===== src/sv/bbf_pkg.sv =====
// Package for the B-spline basis evaluator: widths, item types, codes and helpers.
`default_nettype none

package bbf_pkg;

  // Fixed field widths of the item formats.
  localparam int FRAC_BITS   = 16;
  localparam int KNOT_W      = 32;
  localparam int VAL_W       = FRAC_BITS + 1;
  localparam int DIFF_W      = KNOT_W + 2;
  localparam int IDX_W       = 5;
  localparam int DEG_W       = 3;
  localparam int TOL_W       = 16;
  localparam int OFF_W       = 4;
  localparam int ADDR_FULL_W = 9;
  localparam int SUM_W       = 7;
  localparam int CFG_ADDR_W  = 2;
  localparam int CFG_DATA_W  = 16;

  localparam logic [VAL_W-1:0] ONE_VAL  = VAL_W'(1) << FRAC_BITS;
  localparam logic [VAL_W-1:0] ZERO_VAL = '0;

  // Configuration register indexes and reset values.
  localparam logic [CFG_ADDR_W-1:0] CFG_DEGREE    = 2'd0;
  localparam logic [CFG_ADDR_W-1:0] CFG_LAST_KNOT = 2'd1;
  localparam logic [CFG_ADDR_W-1:0] CFG_TOLERANCE = 2'd2;

  localparam logic [DEG_W-1:0] DEGREE_RST    = 3'd3;
  localparam logic [IDX_W-1:0] LAST_KNOT_RST = 5'd7;
  localparam logic [TOL_W-1:0] TOLERANCE_RST = 16'd1;

  // Item function codes.
  localparam logic FUNC_WRITE = 1'b0;
  localparam logic FUNC_EVAL  = 1'b1;

  typedef struct packed {
    logic              func;
    logic [IDX_W-1:0]  knot_slot;
    logic [KNOT_W-1:0] knot_value;
    logic [KNOT_W-1:0] param_u;
    logic [IDX_W-1:0]  basis_index;
  } bbf_in_t;

  typedef struct packed {
    logic [VAL_W-1:0] basis_value;
    logic             index_error;
  } bbf_out_t;

  // Datapath operations issued by the controller.
  typedef enum logic [4:0] {
    OP_NONE,
    OP_LOAD,
    OP_END0,
    OP_ENDM,
    OP_SPANLO,
    OP_SPANHI,
    OP_BASE_FIRST,
    OP_BASE_NEXT,
    OP_ROT,
    OP_POP,
    OP_POP_ROT,
    OP_DIV_UA,
    OP_DIV_BU,
    OP_SAVED_Q,
    OP_RIGHT_Q,
    OP_PUSH_SUM,
    OP_EMIT
  } op_t;

  // Knot address bases.
  typedef enum logic [1:0] {
    BASE_ZERO,
    BASE_LAST,
    BASE_SPAN
  } base_t;

  typedef enum logic [4:0] {
    S_IDLE,
    S_CHK,
    S_E0_RD,
    S_E0_USE,
    S_EM_RD,
    S_EM_USE,
    S_LO_RD,
    S_LO_USE,
    S_HI_RD,
    S_HI_USE,
    S_SPAN,
    S_BASE_RD,
    S_BASE_USE,
    S_ALIGN,
    S_LV_RDA,
    S_LV_RDB,
    S_LV_CAPB,
    S_LV_DIV,
    S_LV_WAIT,
    S_T_RDA,
    S_T_RDB,
    S_T_CAPB,
    S_T_DIVR,
    S_T_WAITR,
    S_T_PUSH,
    S_T_DIVL,
    S_T_WAITL,
    S_EMIT
  } ctrl_state_t;

  typedef enum logic [1:0] {
    DIV_IDLE,
    DIV_SAT,
    DIV_ITER,
    DIV_DONE
  } div_state_t;

  // Controller to datapath commands.
  typedef struct packed {
    logic             knot_wr;
    op_t              op;
    logic             rd_en;
    base_t            rd_base;
    logic [OFF_W-1:0] rd_off;
    logic             cap_a;
    logic             cap_b;
  } bbf_cmd_t;

  // Datapath to controller status.
  typedef struct packed {
    logic [OFF_W-1:0] p;
    logic             err;
    logic             skip;
    logic             div_done;
  } bbf_stat_t;

  // Exact signed difference of two unsigned knot-format values.
  function automatic logic signed [DIFF_W-1:0] knot_diff(input logic [KNOT_W-1:0] a,
                                                         input logic [KNOT_W-1:0] b);
    knot_diff = $signed({2'b00, a}) - $signed({2'b00, b});
  endfunction

endpackage

`default_nettype wire


===== src/sv/bbf_div.sv =====
// Shared serial unit for clamp((num * n) / den), one quotient bit per cycle.
`default_nettype none

module bbf_div
  import bbf_pkg::*;
(
  input  logic                     clk,
  input  logic                     rst,
  input  logic                     start,
  input  logic signed [DIFF_W-1:0] num,
  input  logic signed [DIFF_W-1:0] den,
  input  logic [VAL_W-1:0]         nval,
  output logic                     done,
  output logic [VAL_W-1:0]         quo
);

  localparam int PW   = KNOT_W + VAL_W;
  localparam int CNTW = $clog2(VAL_W + 1);

  div_state_t         state;
  div_state_t         state_next;
  logic [PW-1:0]      prod;
  logic [KNOT_W-1:0]  den_q;
  logic [KNOT_W-1:0]  rem;
  logic [VAL_W-1:0]   low;
  logic [CNTW-1:0]    cnt;
  logic               trivial;
  logic               sat;
  logic [KNOT_W:0]    rem_sh;
  logic               ge;
  logic [KNOT_W:0]    rem_sub;
  logic [VAL_W-1:0]   q_final;
  logic               last;

  // A non-positive numerator or divisor, or a zero term, needs no division.
  assign trivial = (num <= 0) || (den <= 0) || (nval == ZERO_VAL);
  assign sat     = prod[PW-1:VAL_W] >= den_q;
  assign rem_sh  = {rem, low[VAL_W-1]};
  assign ge      = rem_sh >= {1'b0, den_q};
  assign rem_sub = rem_sh - {1'b0, den_q};
  assign q_final = {low[VAL_W-2:0], ge};
  assign last    = (cnt == CNTW'(VAL_W - 1));

  // Next state.
  always_comb begin
    state_next = state;
    case (state)
      DIV_IDLE: if (start) state_next = trivial ? DIV_DONE : DIV_SAT;
      DIV_SAT:  state_next = sat ? DIV_DONE : DIV_ITER;
      DIV_ITER: if (last) state_next = DIV_DONE;
      DIV_DONE: state_next = DIV_IDLE;
      default:  state_next = DIV_IDLE;
    endcase
  end

  // Outputs.
  always_comb begin
    done = (state == DIV_DONE);
  end

  always_ff @(posedge clk) begin
    if (rst) begin
      state <= DIV_IDLE;
    end else begin
      state <= state_next;
    end
  end

  // Product, then restoring division of its low bits under the high part.
  always_ff @(posedge clk) begin
    case (state)
      DIV_IDLE: begin
        if (start) begin
          prod  <= PW'(num[KNOT_W-1:0]) * PW'(nval);
          den_q <= den[KNOT_W-1:0];
          quo   <= ZERO_VAL;
        end
      end
      DIV_SAT: begin
        rem <= prod[PW-1:VAL_W];
        low <= prod[VAL_W-1:0];
        cnt <= '0;
        if (sat) begin
          quo <= ONE_VAL;
        end
      end
      DIV_ITER: begin
        rem <= ge ? rem_sub[KNOT_W-1:0] : rem_sh[KNOT_W-1:0];
        low <= q_final;
        cnt <= cnt + CNTW'(1);
        if (last) begin
          quo <= (q_final > ONE_VAL) ? ONE_VAL : q_final;
        end
      end
      default: ;
    endcase
  end

endmodule

`default_nettype wire


===== src/sv/bbf_dp.sv =====
// Datapath: configuration registers, knot memory, span tests, term queue and divider.
`default_nettype none

module bbf_dp
  import bbf_pkg::*;
#(
  parameter int MAX_KNOTS  = 32,
  parameter int MAX_DEGREE = 5
) (
  input  logic                  clk,
  input  logic                  rst,
  input  logic                  cfg_we,
  input  logic [CFG_ADDR_W-1:0] cfg_addr,
  input  logic [CFG_DATA_W-1:0] cfg_data,
  input  bbf_in_t               item,
  input  bbf_cmd_t              cmd,
  output bbf_stat_t             stat,
  output logic                  done,
  output bbf_out_t              result
);

  localparam int AW = (MAX_KNOTS > 1) ? $clog2(MAX_KNOTS) : 1;
  localparam int L  = MAX_DEGREE + 1;

  logic [DEG_W-1:0]         degree;
  logic [IDX_W-1:0]         last_knot;
  logic [TOL_W-1:0]         tolerance;
  logic [KNOT_W-1:0]        knot_mem [MAX_KNOTS];
  logic [KNOT_W-1:0]        kq_raw;
  logic                     kq_zero;
  logic [KNOT_W-1:0]        kq;
  logic [ADDR_FULL_W-1:0]   wr_full;
  logic [ADDR_FULL_W-1:0]   rd_full;
  logic [KNOT_W-1:0]        u_q;
  logic [IDX_W-1:0]         i_q;
  logic [OFF_W-1:0]         p_q;
  logic [OFF_W-1:0]         p_sel;
  logic                     err_q;
  logic                     err_next;
  logic                     flag_end;
  logic                     flag_out;
  logic                     geq_prev;
  logic [KNOT_W-1:0]        ka;
  logic [KNOT_W-1:0]        kb;
  logic [VAL_W-1:0]         n_cur;
  logic [VAL_W-1:0]         saved;
  logic [VAL_W-1:0]         right;
  logic [VAL_W-1:0]         q [L];
  logic                     rot_en;
  logic [VAL_W-1:0]         rot_val;
  logic signed [DIFF_W-1:0] eps_s;
  logic signed [DIFF_W-1:0] d_uk;
  logic signed [DIFF_W-1:0] d_ku;
  logic                     t_eq;
  logic                     t_less;
  logic                     t_geq;
  logic [VAL_W:0]           sum;
  logic [VAL_W-1:0]         sum_cl;
  logic                     div_start;
  logic signed [DIFF_W-1:0] div_num;
  logic signed [DIFF_W-1:0] div_den;
  logic                     div_done;
  logic [VAL_W-1:0]         div_quo;

  // Configuration registers.
  always_ff @(posedge clk) begin
    if (rst) begin
      degree    <= DEGREE_RST;
      last_knot <= LAST_KNOT_RST;
      tolerance <= TOLERANCE_RST;
    end else if (cfg_we) begin
      case (cfg_addr)
        CFG_DEGREE:    degree    <= cfg_data[DEG_W-1:0];
        CFG_LAST_KNOT: last_knot <= cfg_data[IDX_W-1:0];
        CFG_TOLERANCE: tolerance <= cfg_data[TOL_W-1:0];
        default: ;
      endcase
    end
  end

  // Knot address: slots beyond the table are dropped on write and read as zero.
  assign wr_full = ADDR_FULL_W'(item.knot_slot);
  always_comb begin
    case (cmd.rd_base)
      BASE_ZERO: rd_full = '0;
      BASE_LAST: rd_full = ADDR_FULL_W'(last_knot);
      BASE_SPAN: rd_full = ADDR_FULL_W'(i_q) + ADDR_FULL_W'(cmd.rd_off);
      default:   rd_full = '0;
    endcase
  end

  // Knot memory with a registered read port.
  always_ff @(posedge clk) begin
    if (cmd.knot_wr && (32'(wr_full) < 32'(MAX_KNOTS))) begin
      knot_mem[wr_full[AW-1:0]] <= item.knot_value;
    end
    if (cmd.rd_en) begin
      kq_raw  <= knot_mem[rd_full[AW-1:0]];
      kq_zero <= !(32'(rd_full) < 32'(MAX_KNOTS));
    end
  end
  assign kq = kq_zero ? '0 : kq_raw;

  // Tolerant comparisons of u against the knot just read.
  assign eps_s  = $signed({{(DIFF_W - TOL_W){1'b0}}, tolerance});
  assign d_uk   = knot_diff(u_q, kq);
  assign d_ku   = knot_diff(kq, u_q);
  assign t_eq   = (d_uk < eps_s) && (d_uk > -eps_s);
  assign t_less = d_ku > eps_s;
  assign t_geq  = d_uk > -eps_s;

  // Degree clamp and index check for a new item.
  assign p_sel = (32'(degree) > 32'(MAX_DEGREE)) ? OFF_W'(MAX_DEGREE) : OFF_W'(degree);
  assign err_next = (SUM_W'(item.basis_index) + SUM_W'(p_sel) + SUM_W'(1)) > SUM_W'(last_knot);

  // Sum of the carried left part and the new right part.
  assign sum    = {1'b0, saved} + {1'b0, right};
  assign sum_cl = (sum > {1'b0, ONE_VAL}) ? ONE_VAL : sum[VAL_W-1:0];

  // Term queue moves: a push enters at the tail, a rotation recirculates the head.
  always_comb begin
    rot_en  = 1'b0;
    rot_val = q[0];
    case (cmd.op)
      OP_ROT, OP_POP_ROT: rot_en = 1'b1;
      OP_BASE_NEXT: begin
        rot_en  = 1'b1;
        rot_val = (geq_prev && t_less) ? ONE_VAL : ZERO_VAL;
      end
      OP_PUSH_SUM: begin
        rot_en  = 1'b1;
        rot_val = sum_cl;
      end
      default: ;
    endcase
  end

  always_ff @(posedge clk) begin
    if (rot_en) begin
      for (int x = 0; x < L - 1; x++) begin
        q[x] <= q[x + 1];
      end
      q[L-1] <= rot_val;
    end
  end

  // Operand registers and flags.
  always_ff @(posedge clk) begin
    if (cmd.cap_a) ka <= kq;
    if (cmd.cap_b) kb <= kq;
    case (cmd.op)
      OP_LOAD: begin
        u_q      <= item.param_u;
        i_q      <= item.basis_index;
        p_q      <= p_sel;
        err_q    <= err_next;
        flag_end <= 1'b0;
        flag_out <= 1'b0;
      end
      OP_END0:       flag_end <= flag_end | ((i_q == '0) && t_eq);
      OP_ENDM: begin
        flag_end <= flag_end |
                    (((SUM_W'(i_q) + SUM_W'(p_q) + SUM_W'(1)) == SUM_W'(last_knot)) && t_eq);
      end
      OP_SPANLO:     flag_out <= flag_out | t_less;
      OP_SPANHI:     flag_out <= flag_out | t_geq;
      OP_BASE_FIRST: geq_prev <= t_geq;
      OP_BASE_NEXT:  geq_prev <= t_geq;
      OP_POP, OP_POP_ROT: n_cur <= q[0];
      OP_SAVED_Q:    saved <= div_quo;
      OP_RIGHT_Q:    right <= div_quo;
      default: ;
    endcase
  end

  // Result register and its one-cycle strobe.
  always_ff @(posedge clk) begin
    if (cmd.op == OP_EMIT) begin
      result.index_error <= err_q;
      if (err_q || (!flag_end && flag_out)) begin
        result.basis_value <= ZERO_VAL;
      end else if (flag_end) begin
        result.basis_value <= ONE_VAL;
      end else begin
        result.basis_value <= q[0];
      end
    end
  end

  always_ff @(posedge clk) begin
    if (rst) begin
      done <= 1'b0;
    end else begin
      done <= (cmd.op == OP_EMIT);
    end
  end

  // Divider operands: numerator u - lo or hi - u, divisor hi - lo.
  assign div_start = (cmd.op == OP_DIV_UA) || (cmd.op == OP_DIV_BU);
  assign div_num   = (cmd.op == OP_DIV_BU) ? knot_diff(kb, u_q) : knot_diff(u_q, ka);
  assign div_den   = knot_diff(kb, ka);

  bbf_div u_div (
    .clk   (clk),
    .rst   (rst),
    .start (div_start),
    .num   (div_num),
    .den   (div_den),
    .nval  (n_cur),
    .done  (div_done),
    .quo   (div_quo)
  );

  assign stat.p        = p_q;
  assign stat.err      = err_q;
  assign stat.skip     = flag_end | flag_out;
  assign stat.div_done = div_done;

endmodule

`default_nettype wire


===== src/sv/bbf_ctrl.sv =====
// Controller: sequences span checks, degree-zero terms and the recurrence levels.
`default_nettype none

module bbf_ctrl
  import bbf_pkg::*;
#(
  parameter int MAX_DEGREE = 5
) (
  input  logic      clk,
  input  logic      rst,
  input  logic      start,
  input  logic      func,
  input  bbf_stat_t stat,
  output logic      busy,
  output bbf_cmd_t  cmd
);

  localparam int CW = $clog2(MAX_DEGREE + 2);
  localparam int L  = MAX_DEGREE + 1;

  ctrl_state_t   state;
  ctrl_state_t   state_next;
  logic [CW-1:0] j;
  logic [CW-1:0] k;
  logic [CW-1:0] pad;
  logic [CW-1:0] p_c;
  logic          base_last;
  logic          term_last;

  assign p_c       = CW'(stat.p);
  assign base_last = (j == p_c + CW'(1));
  assign term_last = (j == p_c - k);

  // Next state.
  always_comb begin
    state_next = state;
    case (state)
      S_IDLE:     if (start && (func == FUNC_EVAL)) state_next = S_CHK;
      S_CHK:      state_next = stat.err ? S_EMIT : S_E0_RD;
      S_E0_RD:    state_next = S_E0_USE;
      S_E0_USE:   state_next = S_EM_RD;
      S_EM_RD:    state_next = S_EM_USE;
      S_EM_USE:   state_next = S_LO_RD;
      S_LO_RD:    state_next = S_LO_USE;
      S_LO_USE:   state_next = S_HI_RD;
      S_HI_RD:    state_next = S_HI_USE;
      S_HI_USE:   state_next = S_SPAN;
      S_SPAN:     state_next = stat.skip ? S_EMIT : S_BASE_RD;
      S_BASE_RD:  state_next = S_BASE_USE;
      S_BASE_USE: state_next = base_last ? S_ALIGN : S_BASE_RD;
      S_ALIGN: begin
        if (pad == '0) state_next = (k > p_c) ? S_EMIT : S_LV_RDA;
      end
      S_LV_RDA:   state_next = S_LV_RDB;
      S_LV_RDB:   state_next = S_LV_CAPB;
      S_LV_CAPB:  state_next = S_LV_DIV;
      S_LV_DIV:   state_next = S_LV_WAIT;
      S_LV_WAIT:  if (stat.div_done) state_next = S_T_RDA;
      S_T_RDA:    state_next = S_T_RDB;
      S_T_RDB:    state_next = S_T_CAPB;
      S_T_CAPB:   state_next = S_T_DIVR;
      S_T_DIVR:   state_next = S_T_WAITR;
      S_T_WAITR:  if (stat.div_done) state_next = S_T_PUSH;
      S_T_PUSH:   state_next = S_T_DIVL;
      S_T_DIVL:   state_next = S_T_WAITL;
      S_T_WAITL: begin
        if (stat.div_done) state_next = term_last ? S_ALIGN : S_T_RDA;
      end
      S_EMIT:     state_next = S_IDLE;
      default:    state_next = S_IDLE;
    endcase
  end

  // Commands to the datapath.
  always_comb begin
    cmd         = '0;
    cmd.op      = OP_NONE;
    cmd.rd_base = BASE_SPAN;
    busy        = (state != S_IDLE);
    case (state)
      S_IDLE: begin
        if (start) begin
          cmd.knot_wr = (func == FUNC_WRITE);
          cmd.op      = (func == FUNC_EVAL) ? OP_LOAD : OP_NONE;
        end
      end
      S_E0_RD: begin
        cmd.rd_en   = 1'b1;
        cmd.rd_base = BASE_ZERO;
      end
      S_E0_USE: cmd.op = OP_END0;
      S_EM_RD: begin
        cmd.rd_en   = 1'b1;
        cmd.rd_base = BASE_LAST;
      end
      S_EM_USE: cmd.op = OP_ENDM;
      S_LO_RD:  cmd.rd_en = 1'b1;
      S_LO_USE: cmd.op = OP_SPANLO;
      S_HI_RD: begin
        cmd.rd_en  = 1'b1;
        cmd.rd_off = OFF_W'(p_c + CW'(1));
      end
      S_HI_USE: cmd.op = OP_SPANHI;
      S_BASE_RD: begin
        cmd.rd_en  = 1'b1;
        cmd.rd_off = OFF_W'(j);
      end
      S_BASE_USE: cmd.op = (j == '0) ? OP_BASE_FIRST : OP_BASE_NEXT;
      S_ALIGN:    if (pad != '0) cmd.op = OP_ROT;
      S_LV_RDA:   cmd.rd_en = 1'b1;
      S_LV_RDB: begin
        cmd.rd_en  = 1'b1;
        cmd.rd_off = OFF_W'(k);
        cmd.cap_a  = 1'b1;
      end
      S_LV_CAPB: begin
        cmd.cap_b = 1'b1;
        cmd.op    = OP_POP_ROT;
      end
      S_LV_DIV:   cmd.op = OP_DIV_UA;
      S_LV_WAIT:  if (stat.div_done) cmd.op = OP_SAVED_Q;
      S_T_RDA: begin
        cmd.rd_en  = 1'b1;
        cmd.rd_off = OFF_W'(j + CW'(1));
      end
      S_T_RDB: begin
        cmd.rd_en  = 1'b1;
        cmd.rd_off = OFF_W'(j + k + CW'(1));
        cmd.cap_a  = 1'b1;
      end
      S_T_CAPB: begin
        cmd.cap_b = 1'b1;
        cmd.op    = OP_POP;
      end
      S_T_DIVR:   cmd.op = OP_DIV_BU;
      S_T_WAITR:  if (stat.div_done) cmd.op = OP_RIGHT_Q;
      S_T_PUSH:   cmd.op = OP_PUSH_SUM;
      S_T_DIVL:   cmd.op = OP_DIV_UA;
      S_T_WAITL:  if (stat.div_done) cmd.op = OP_SAVED_Q;
      S_EMIT:     cmd.op = OP_EMIT;
      default: ;
    endcase
  end

  // State register and loop counters.
  always_ff @(posedge clk) begin
    if (rst) begin
      state <= S_IDLE;
      j     <= '0;
      k     <= '0;
      pad   <= '0;
    end else begin
      state <= state_next;
      case (state)
        S_SPAN: begin
          j <= '0;
          k <= CW'(1);
        end
        S_BASE_USE: begin
          if (base_last) begin
            pad <= CW'(L) - (p_c + CW'(1));
          end else begin
            j <= j + CW'(1);
          end
        end
        S_ALIGN: if (pad != '0) pad <= pad - CW'(1);
        S_LV_WAIT: if (stat.div_done) j <= '0;
        S_T_WAITL: begin
          if (stat.div_done) begin
            if (term_last) begin
              pad <= CW'(L) - (p_c - k + CW'(1));
              k   <= k + CW'(1);
            end else begin
              j <= j + CW'(1);
            end
          end
        end
        default: ;
      endcase
    end
  end

endmodule

`default_nettype wire


===== src/sv/bspline_basis_function_eval_core.sv =====
// Top level of the B-spline basis evaluator: controller, datapath and checks.
// An evaluation ends early on an index error, or when an end knot or the span test
// decides. Otherwise it runs checks and set-up, then p levels and p(p+1)/2 terms;
// a trivial division skips the iterations of the shared serial divider. One item at
// a time; the receiver cannot stall. Synchronous reset gives degree 3, last knot 7, tol 1.
`default_nettype none

module bspline_basis_function_eval_core
  import bbf_pkg::*;
#(
  parameter int MAX_KNOTS  = 32,
  parameter int MAX_DEGREE = 5
) (
  input  logic                  clk,
  input  logic                  rst,
  input  logic                  start,
  output logic                  busy,
  input  bbf_in_t               item,
  output logic                  done,
  output bbf_out_t              result,
  input  logic                  cfg_we,
  input  logic [CFG_ADDR_W-1:0] cfg_addr,
  input  logic [CFG_DATA_W-1:0] cfg_data
);

  bbf_cmd_t  cmd;
  bbf_stat_t stat;

  bbf_ctrl #(
    .MAX_DEGREE (MAX_DEGREE)
  ) u_ctrl (
    .clk   (clk),
    .rst   (rst),
    .start (start),
    .func  (item.func),
    .stat  (stat),
    .busy  (busy),
    .cmd   (cmd)
  );

  bbf_dp #(
    .MAX_KNOTS  (MAX_KNOTS),
    .MAX_DEGREE (MAX_DEGREE)
  ) u_dp (
    .clk      (clk),
    .rst      (rst),
    .cfg_we   (cfg_we),
    .cfg_addr (cfg_addr),
    .cfg_data (cfg_data),
    .item     (item),
    .cmd      (cmd),
    .stat     (stat),
    .done     (done),
    .result   (result)
  );

  // An accepted evaluation item keeps the block busy; a knot write does not.
  assert property (@(posedge clk) disable iff (rst)
    (start && !busy && (item.func == FUNC_EVAL)) |=> busy)
    else $error("evaluation item accepted without going busy");

  assert property (@(posedge clk) disable iff (rst)
    (start && !busy && (item.func == FUNC_WRITE)) |=> !busy && !done)
    else $error("knot write item started an evaluation");

  // A result is only shown once the item has finished.
  assert property (@(posedge clk) disable iff (rst) done |-> !busy)
    else $error("result strobe while still busy");

  // Results stay in the unit range and an index error forces zero.
  assert property (@(posedge clk) disable iff (rst)
    done |-> (result.basis_value <= ONE_VAL) &&
             (!result.index_error || (result.basis_value == ZERO_VAL)))
    else $error("result out of range");

endmodule

`default_nettype wire


===== config.mk =====
export PLATFORM = sky130hd
export DESIGN_NAME = bspline_basis_function_eval_core
export DESIGN_NICKNAME = d
export VERILOG_FILES = /design/src/sv/bbf_pkg.sv /design/src/sv/bbf_div.sv /design/src/sv/bbf_dp.sv /design/src/sv/bbf_ctrl.sv /design/src/sv/bspline_basis_function_eval_core.sv
export SDC_FILE = /design/constraint.sdc
export NUM_CORES = 2
export LEC_CHECK = 0
export BUFFER_PORTS_ARGS = -buffer_cell sky130_fd_sc_hd__buf_2
export CAP_MARGIN = 20
export CORE_MARGIN = 5
export CORE_UTILIZATION = 40
export CTS_CLUSTER_SIZE = 14
export DETAILED_ROUTE_END_ITERATION = 10
export GPL_TIMING_DRIVEN = 1
export HOLD_SLACK_MARGIN = 0.06
export PLACE_DENSITY = 0.63
export SLEW_MARGIN = 40
export SYNTH_ARGS = -nofsm -noshare
export SYNTH_HDL_FRONTEND = slang
export SYNTH_SLANG_ARGS = --single-unit

===== constraint.sdc =====
create_clock -name clk -period 12.71 [get_ports clk]
set_clock_uncertainty 0.05 [all_clocks]
set_input_delay 1.9065 -clock clk [delete_from_list [all_inputs] [get_ports clk]]
set_output_delay 1.9065 -clock clk [all_outputs]
set_load 0.1 [all_outputs]

# Word level (Yosys, flattened, before mapping)
# Memory sizes are Yosys's and may differ from the RTL's. A register that Yosys moved wholly into a read port is not among the register bits.
# Cells that the tools add are included.
[word_totals]
ff_bits = 372
ram_bits = 1126
input_bits = 97
out_inout_bits = 20
word_cells = 261
n_memories = 2
[classes]
addsub = 26
multipliers = 1
magnitude_cmp = 14
n_eq_ne = 67
mux = 66
bitwise = 6
reduce_logical = 48
[memory_table]
columns = ["memory", "depth", "word_bits", "rd", "rd_clocked_by_memory_dff", "write_ports", "line_no", "rtl"]
rows = [
  ["u_dp.knot_mem", 32, 32, 1, 1, 1, "bbf_dp.sv:28", "logic [KNOT_W-1:0] knot_mem [MAX_KNOTS];"],
  ["u_dp.q", 6, 17, 6, 0, 6, "bbf_dp.sv:48", "logic [VAL_W-1:0] q [L];"],
]
[ops]
columns = ["operator", "n"]
rows = [
  ["subtractor 32 x 32 -> 33 bit", 5],
  ["case mux 5 bit (27 select lines)", 1],
  ["2-to-1 mux 17 bit", 7],
  ["equality test 5 x 4 -> 1 bit (second input constant)", 16],
  ["case mux 5 bit (15 select lines)", 1],
  ["equality test 5 bit (second input constant)", 14],
  ["<= comparator 34 x 1 -> 1 bit (second input constant)", 2],
  ["case mux 17 bit (2 select lines)", 2],
  ["2-to-1 mux 32 bit", 2],
  ["case mux 32 bit (2 select lines)", 1],
  ["case mux 17 bit (3 select lines)", 1],
  ["multiplier 32 x 17 -> 49 bit", 1],
  ["2-to-1 mux 5 bit", 9],
  ["equality test 5 x 3 -> 1 bit (second input constant)", 8],
  ["2-to-1 mux 3 bit", 12],
  ["> comparator 34 x 17 -> 1 bit", 1],
  ["> comparator 34 bit", 1],
  ["less-than comparator 34 x 17 -> 1 bit", 1],
  ["2-to-1 mux 34 bit", 1],
  ["negator 16 -> 34 bit", 1],
  [">= comparator 33 x 32 -> 1 bit", 1],
  [">= comparator 32 bit", 1],
  ["subtractor 32 bit", 1],
  ["equality test 5 x 2 -> 1 bit (second input constant)", 4],
  ["other kinds (58)", 134],
]

# Longest topological paths before layout
[depth]
depth_word = 11
ltp_mapped = 39

# By module
# Synthesis repeated with hierarchy kept, for this count alone.
[unflattened]
hier_cells = 7196
area_unflattened_um2 = 89943.8
[by_module_without_submodules]
columns = ["mod", "instances", "cells_each", "area_per_inst_um2"]
rows = [
  ["bbf_dp", 1, 4196, 62276.0],
  ["bbf_div", 1, 2728, 25725.9],
  ["bbf_ctrl", 1, 272, 1941.9],
]

# Worst setup path before layout
# Ideal clock, no wire load.
[synth_timing]
path_type = "register to register"
from = "register u_dp.u_q[1]"
to = "register u_dp.u_div.prod[48] (data pin)"
setup_time_ns = 0.260
t_arrival_ns = 8.973
required_ns = 12.400
path_slack_ns = 3.427
stages_incl_launch_ff = 36
synth_period_minus_slack_ns = 9.283
cell_sequence = "edfxtp_1 -> inv_1 -> ha_1 -> nor2b_1 -> o31a_1 -> o31a_1 -> nor4b_1 -> nor2_1 -> nand3_1 -> o21ai_0 -> xnor2_1 -> o21ai_1 -> clkbuf_1 -> nand2_1 -> fa_1 -> fa_1 -> fa_1 -> inv_1 -> fa_1 -> fa_1 -> inv_1 -> fa_1 -> inv_1 -> ha_1 -> and3_1 -> nand2_1 -> or4_1 -> a21oi_1 -> o32a_1 -> a221o_1 -> a31oi_1 -> a211oi_1 -> a41oi_1 -> or3_1 -> a31oi_1 -> xnor2_1"
[synth_via]
elab_chain_cells = 3
elab_cells_between_ends = 4
[synth_lines]
columns = ["element", "line_no", "rtl"]
rows = [
  ["from (decl)", "bbf_dp.sv:34", "logic [KNOT_W-1:0] u_q;"],
  ["from (signal assigned)", "bbf_dp.sv:153", "u_q <= item.param_u;"],
  ["subtractor 32 x 32 -> 33 bit", "bbf_pkg.sv:137", "knot_diff = $signed({2'b00, a}) - $signed({2'b00, b});"],
  ["2-to-1 mux 34 bit *", "bbf_dp.sv:200", "assign div_num = (cmd.op == OP_DIV_BU) ? knot_diff(kb, u_q) : knot_diff(u_q, ka);"],
  ["multiplier 32 x 17 -> 49 bit *", "bbf_div.sv:74", "prod <= PW'(num[KNOT_W-1:0]) * PW'(nval);"],
  ["to (signal assigned)", "bbf_div.sv:74", ""],
  ["to (decl)", "bbf_div.sv:22", "logic [PW-1:0] prod;"],
]
# Every way passes the cells marked *; elsewhere a longest branch is shown, timed or not.
# A chain may end at the register's enable or synchronous reset.

# Final worst setup path
# Ends and elaborated chain as after synthesis.

==> impl_results.html <==
<table>
<tr><th>Metric</th><th>Value</th></tr>
<tr><th colspan="2">Yosys</th></tr>
<tr><td>Number of flops mapped to enable cells by yosys</td><td>1488</td></tr>
<tr><td>Number of synthesis warnings</td><td>0</td></tr>
<tr><td>Synthesized-area fraction occupied by adder cells</td><td>0.166</td></tr>
<tr><td>Netlist area before placement</td><td>90800 um^2</td></tr>
<tr><td>Number of synthesized register bits</td><td>1529</td></tr>
<tr><td>FFs w/ async S/R, synth</td><td>0</td></tr>
<tr><td>Mean post-synth cell area</td><td>11.5 um^2</td></tr>
<tr><td>Post-synthesis cell type count</td><td>87</td></tr>
<tr><td>Synthesized-area fraction occupied by ao, oa, aoi and oai cells</td><td>0.127</td></tr>
<tr><td>Area share of and/or/nand/nor cells after synthesis</td><td>0.115</td></tr>
<tr><td>Proportion of synthesized area in mux cells</td><td>0.0190</td></tr>
<tr><td>Gate count after technology mapping</td><td>7912</td></tr>
<tr><td>Most frequently used flop master after synthesis</td><td>edfxtp_1</td></tr>
<tr><td>Main combinational cell family by area after synthesis</td><td>adder cells</td></tr>
<tr><td>Number of nets produced by synthesis</td><td>8937</td></tr>
<tr><td>Portion of the post-synthesis area used by sequential elements</td><td>0.501</td></tr>
<tr><td>Post-Synth XOR/XNOR Area</td><td>0.0233</td></tr>
<tr><th colspan="2">Setup path</th></tr>
<tr><td>Crit path top cell by count</td><td>fa_1</td></tr>
<tr><td>Max Fanout on Critical Path</td><td>18</td></tr>
<tr><td>R2R Setup Slk</td><td>1960 ps</td></tr>
<tr><td>Startpoint class of the critical path</td><td>flop</td></tr>
<tr><td>Capture point of the critical path</td><td>u_dp.u_div.prod[48]</td></tr>
<tr><td>Delay of the slowest critical-path stage</td><td>730 ps</td></tr>
<tr><td>Class of the most critical setup path</td><td>reg2reg</td></tr>
<tr><td>Critical path launch point</td><td>u_dp.u_q[1]</td></tr>
<tr><td>Critical path data arrival time</td><td>11250 ps</td></tr>
<tr><td>Capturing element type of the critical path</td><td>flop</td></tr>
<tr><td>Depth of the worst register-to-register path</td><td>35</td></tr>
<tr><td>Crit path required time</td><td>13210 ps</td></tr>
<tr><td>FF-to-FF End</td><td>u_dp.u_div.prod[48]</td></tr>
<tr><td>Critical R2R Launch</td><td>u_dp.u_q[1]</td></tr>
<tr><td>Standard cell with the maximum stage delay on the critical path</td><td>nor4b_1</td></tr>
<tr><th colspan="2">Global routing</th></tr>
<tr><td>Vias in the first global route</td><td>62100</td></tr>
<tr><td>First-pass GRT wire length</td><td>382000 um</td></tr>
<tr><td>Antenna violations before repair</td><td>40</td></tr>
<tr><td>Total overflow reported by the global router</td><td>0</td></tr>
<tr><td>Overall fraction of global-route tracks in use</td><td>0.210</td></tr>
<tr><td>Pin count of the biggest net entering global routing</td><td>165</td></tr>
<tr><th colspan="2">CTS</th></tr>
<tr><td>Clock net sink count</td><td>1529</td></tr>
<tr><td>Clock tree from TritonCTS</td><td>built</td></tr>
<tr><td>Setup Buffers After CTS</td><td>0</td></tr>
<tr><td>Post-CTS Resized</td><td>0</td></tr>
<tr><td>Worst-Skew Late Latency</td><td>810 ps</td></tr>
<tr><td>CTS root buffer</td><td>clkbuf_16</td></tr>
<tr><td>Number of buffers between clock root and the deepest sink</td><td>3</td></tr>
<tr><td>Total CTS buffers</td><td>159</td></tr>
<tr><td>CTS clock-pin slew for the worst setup and hold paths</td><td>70 ps</td></tr>
<tr><td>Count of hold-fix buffers inserted at cts</td><td>0</td></tr>
<tr><td>H-tree depth</td><td>4</td></tr>
<tr><th colspan="2">Drt</th></tr>
<tr><td>Final routed DRC violation total</td><td>0</td></tr>
<tr><td>Routed vias</td><td>61400</td></tr>
<tr><td>Detailed-router iteration count before antenna repair</td><td>6</td></tr>
<tr><td>Average routed wire per standard cell</td><td>22.9 um</td></tr>
<tr><td>Final ANT Viol Nets</td><td>0</td></tr>
<tr><td>Via count normalized by instance count</td><td>5.55</td></tr>
<tr><td>Overall routed net length</td><td>254000 um</td></tr>
<tr><td>Drt first-iter violations</td><td>4705</td></tr>
<tr><th colspan="2">Timing</th></tr>
<tr><td>Fin. Hold Viols</td><td>0</td></tr>
<tr><td>RSZ-0062 raised after global routing</td><td>false</td></tr>
<tr><td>Endpoints failing setup</td><td>0</td></tr>
<tr><td>Portion of the clock cycle consumed by the worst path in the final layout</td><td>0.846</td></tr>
<tr><td>Highest achievable clock rate</td><td>93.0 MHz</td></tr>
<tr><td>Aggregate negative setup slack</td><td>0 ps</td></tr>
<tr><td>Final min period</td><td>10750 ps</td></tr>
<tr><td>Worst slew margin relative to its limit</td><td>0.415</td></tr>
<tr><td>Final count of pins violating max slew</td><td>0</td></tr>
<tr><td>Slew of the pin with the lowest slew margin</td><td>877 ps</td></tr>
<tr><th colspan="2">Layout</th></tr>
<tr><td>Layout Area Growth over Synthesis</td><td>10.6%</td></tr>
<tr><td>Share of cells above drive strength 1</td><td>0.0713</td></tr>
<tr><td>Register area</td><td>45500 um^2</td></tr>
<tr><td>Multi-input gate area in the final layout</td><td>41400 um^2</td></tr>
<tr><td>Commonest non-fill, non-tap cells in the layout</td><td>edfxtp_1 (1488), nand2_1 (870), inv_1 (775), a211oi_1 (516), ha_1 (465)</td></tr>
<tr><td>Nets@finish</td><td>8933</td></tr>
<tr><td>Most common cell after layout, fill and taps aside</td><td>edfxtp_1</td></tr>
<tr><td>Fill count</td><td>20800</td></tr>
<tr><th colspan="2">Floorplanning</th></tr>
<tr><td>Number of rows in the core area</td><td>175</td></tr>
<tr><td>Horizontal die dimension</td><td>487 um</td></tr>
<tr><td>Effective utilization at floorplan</td><td>0.401</td></tr>
<tr><td>Top-level port count</td><td>117</td></tr>
<tr><td>Overall die height</td><td>487 um</td></tr>
<tr><td>Die area</td><td>237000 um^2</td></tr>
<tr><td>Placeable core region</td><td>227000 um^2</td></tr>
<tr><th colspan="2">Flow run</th></tr>
<tr><td>Count of max-cap constraint violations</td><td>0</td></tr>
<tr><th colspan="2">Placed design</th></tr>
<tr><td>Number of port buffers</td><td>116</td></tr>
<tr><td>Post-DP HPWL</td><td>172000 um</td></tr>
<tr><td>Routability congestion estimate from global placement</td><td>0.932</td></tr>
<tr><th colspan="2">Outcome</th></tr>
<tr><td>Result of the run</td><td>completed</td></tr>
<tr><th colspan="2">Hold path</th></tr>
<tr><td>Kind of path behind the tightest hold check</td><td>reg2reg</td></tr>
</table>
worst max-delay path, delay by kind of cell (launching register included):
| family | cells | cell delay, ps |
|---|---|---|
| fa+ha+maj | 8 | 3710 |
| compound gates | 11 | 2850 |
| buf+inv | 5 | 680 |
| flops | 1 | 530 |
| simple gates | 9 | 2430 |
| xor+xnor | 2 | 240 |
synthesized netlist by cell type, types with 11 or more instances:
cell | instances | area [um^2]
mux2i_1 | 151 | 1510
a21oi_1 | 391 | 1960
mux2_2 | 18 | 203
nor2b_1 | 185 | 1160
a21boi_0 | 11 | 82.6
o211ai_1 | 23 | 173
o21ai_0 | 179 | 896
o31ai_1 | 12 | 90.1
or4_1 | 15 | 113
buf_1 | 19 | 71.3
xnor2_1 | 160 | 1400
nand4_1 | 49 | 307
dfxtp_1 | 41 | 821
or2_2 | 12 | 75.1
or3_1 | 28 | 175
edfxtp_1 | 1488 | 44700
a31oi_1 | 189 | 1180
nand2b_1 | 71 | 444
nand3_1 | 70 | 350
nor3_1 | 80 | 400
a211oi_1 | 518 | 3890
a21o_1 | 198 | 1490
ha_1 | 467 | 5840
and2_1 | 393 | 2460
xor2_1 | 82 | 718
fa_1 | 461 | 9230
nor2_1 | 260 | 976
o21a_1 | 40 | 300
o21bai_1 | 36 | 270
nor4_1 | 28 | 175
and3_1 | 30 | 188
clkbuf_1 | 373 | 1400
inv_1 | 776 | 2910
nand2_1 | 870 | 3270
cell families (layout without fill, tap and decap cells):
logic type                 Yosys count  after routing
xor gates and xnor gates           242            242
AOI/OAI and AO/OA                 1735           1735
other                                0             16
DFF                               1529           1529
and+or+nand+nor                   2137           2137
muxes                              170            170
buffers and inverters             1171           1300
adders and majority gates          928            928
how the worst min path moves through the flow:
stage / start / end / slack [ps] / cells after the start
after floorplan: u_dp.q[1][0] / u_dp.q[0][0] / 350 / 0
after global placement: u_dp.q[5][11] / u_dp.q[4][11] / 350 / 0
after detailed placement: u_dp.q[2][10] / u_dp.q[1][10] / 350 / 0
after CTS: u_dp.q[1][16] / u_dp.q[0][16] / 350 / 0
after global routing: u_dp.q[1][16] / u_dp.q[0][16] / 340 / 0
final: u_dp.q[1][16] / u_dp.q[0][16] / 350 / 0
flip-flops by register name, indices dropped and copies added, names as in the netlist, 17 cells and up:
signal,flops
u_dp.knot_mem,1024
u_dp.u_q,32
u_dp.q,102
u_dp.right,17
u_dp.ka,32
u_dp.saved,17
u_dp.kb,32
u_dp.kq_raw,32
u_dp.u_div.low,17
u_dp.u_div.quo,17
u_dp.result,18
u_dp.u_div.rem,32
u_dp.n_cur,17
u_dp.u_div.prod,49
u_dp.u_div.den_q,32
final cells by class:
class / instances / area share
Antenna cell: 16 / 0.000399
Timing Repair Buffer: 230 / 0.0163
Inverter: 776 / 0.0290
Tap cell: 3009 / 0.0375
Multi-Input combinational cell: 5212 / 0.412
Clock inverter: 103 / 0.0105
Clock buffer: 191 / 0.0413
Sequential cell: 1529 / 0.453
routing by layer:
| layer | GRT usage | up-vias | part of all wire |
|---|---|---|---|
| met2 | 0.363 | 1982 | 0.49 |
| met1 | 0.264 | 30700 | 0.40 |
| met4 | 0.0888 | 22 | 0.046 |
| met3 | 0.0319 | 515 | 0.057 |
| li1 | - | 28200 | - |
| met5 | 0 | - | 0.00060 |
per-stage QoR:
stage	instance area [um^2]	hold WS, ps	cells	util	setup slack [ps]
3_3_place_gp	95000	350	10700	0.419	2210
5_1_grt	100000	338	11100	0.443	1400
3_5_place_dp	95100	355	10800	0.420	2090
4_1_cts	100000	349	11000	0.443	2080
6_report	100000	349	11100	0.443	1960
2_1_floorplan	90800	350	7912	-	3430
Power is left out: the tool's default activity adds up to more than one toggle a clock period on the data nets, which glitch-free logic cannot reach.
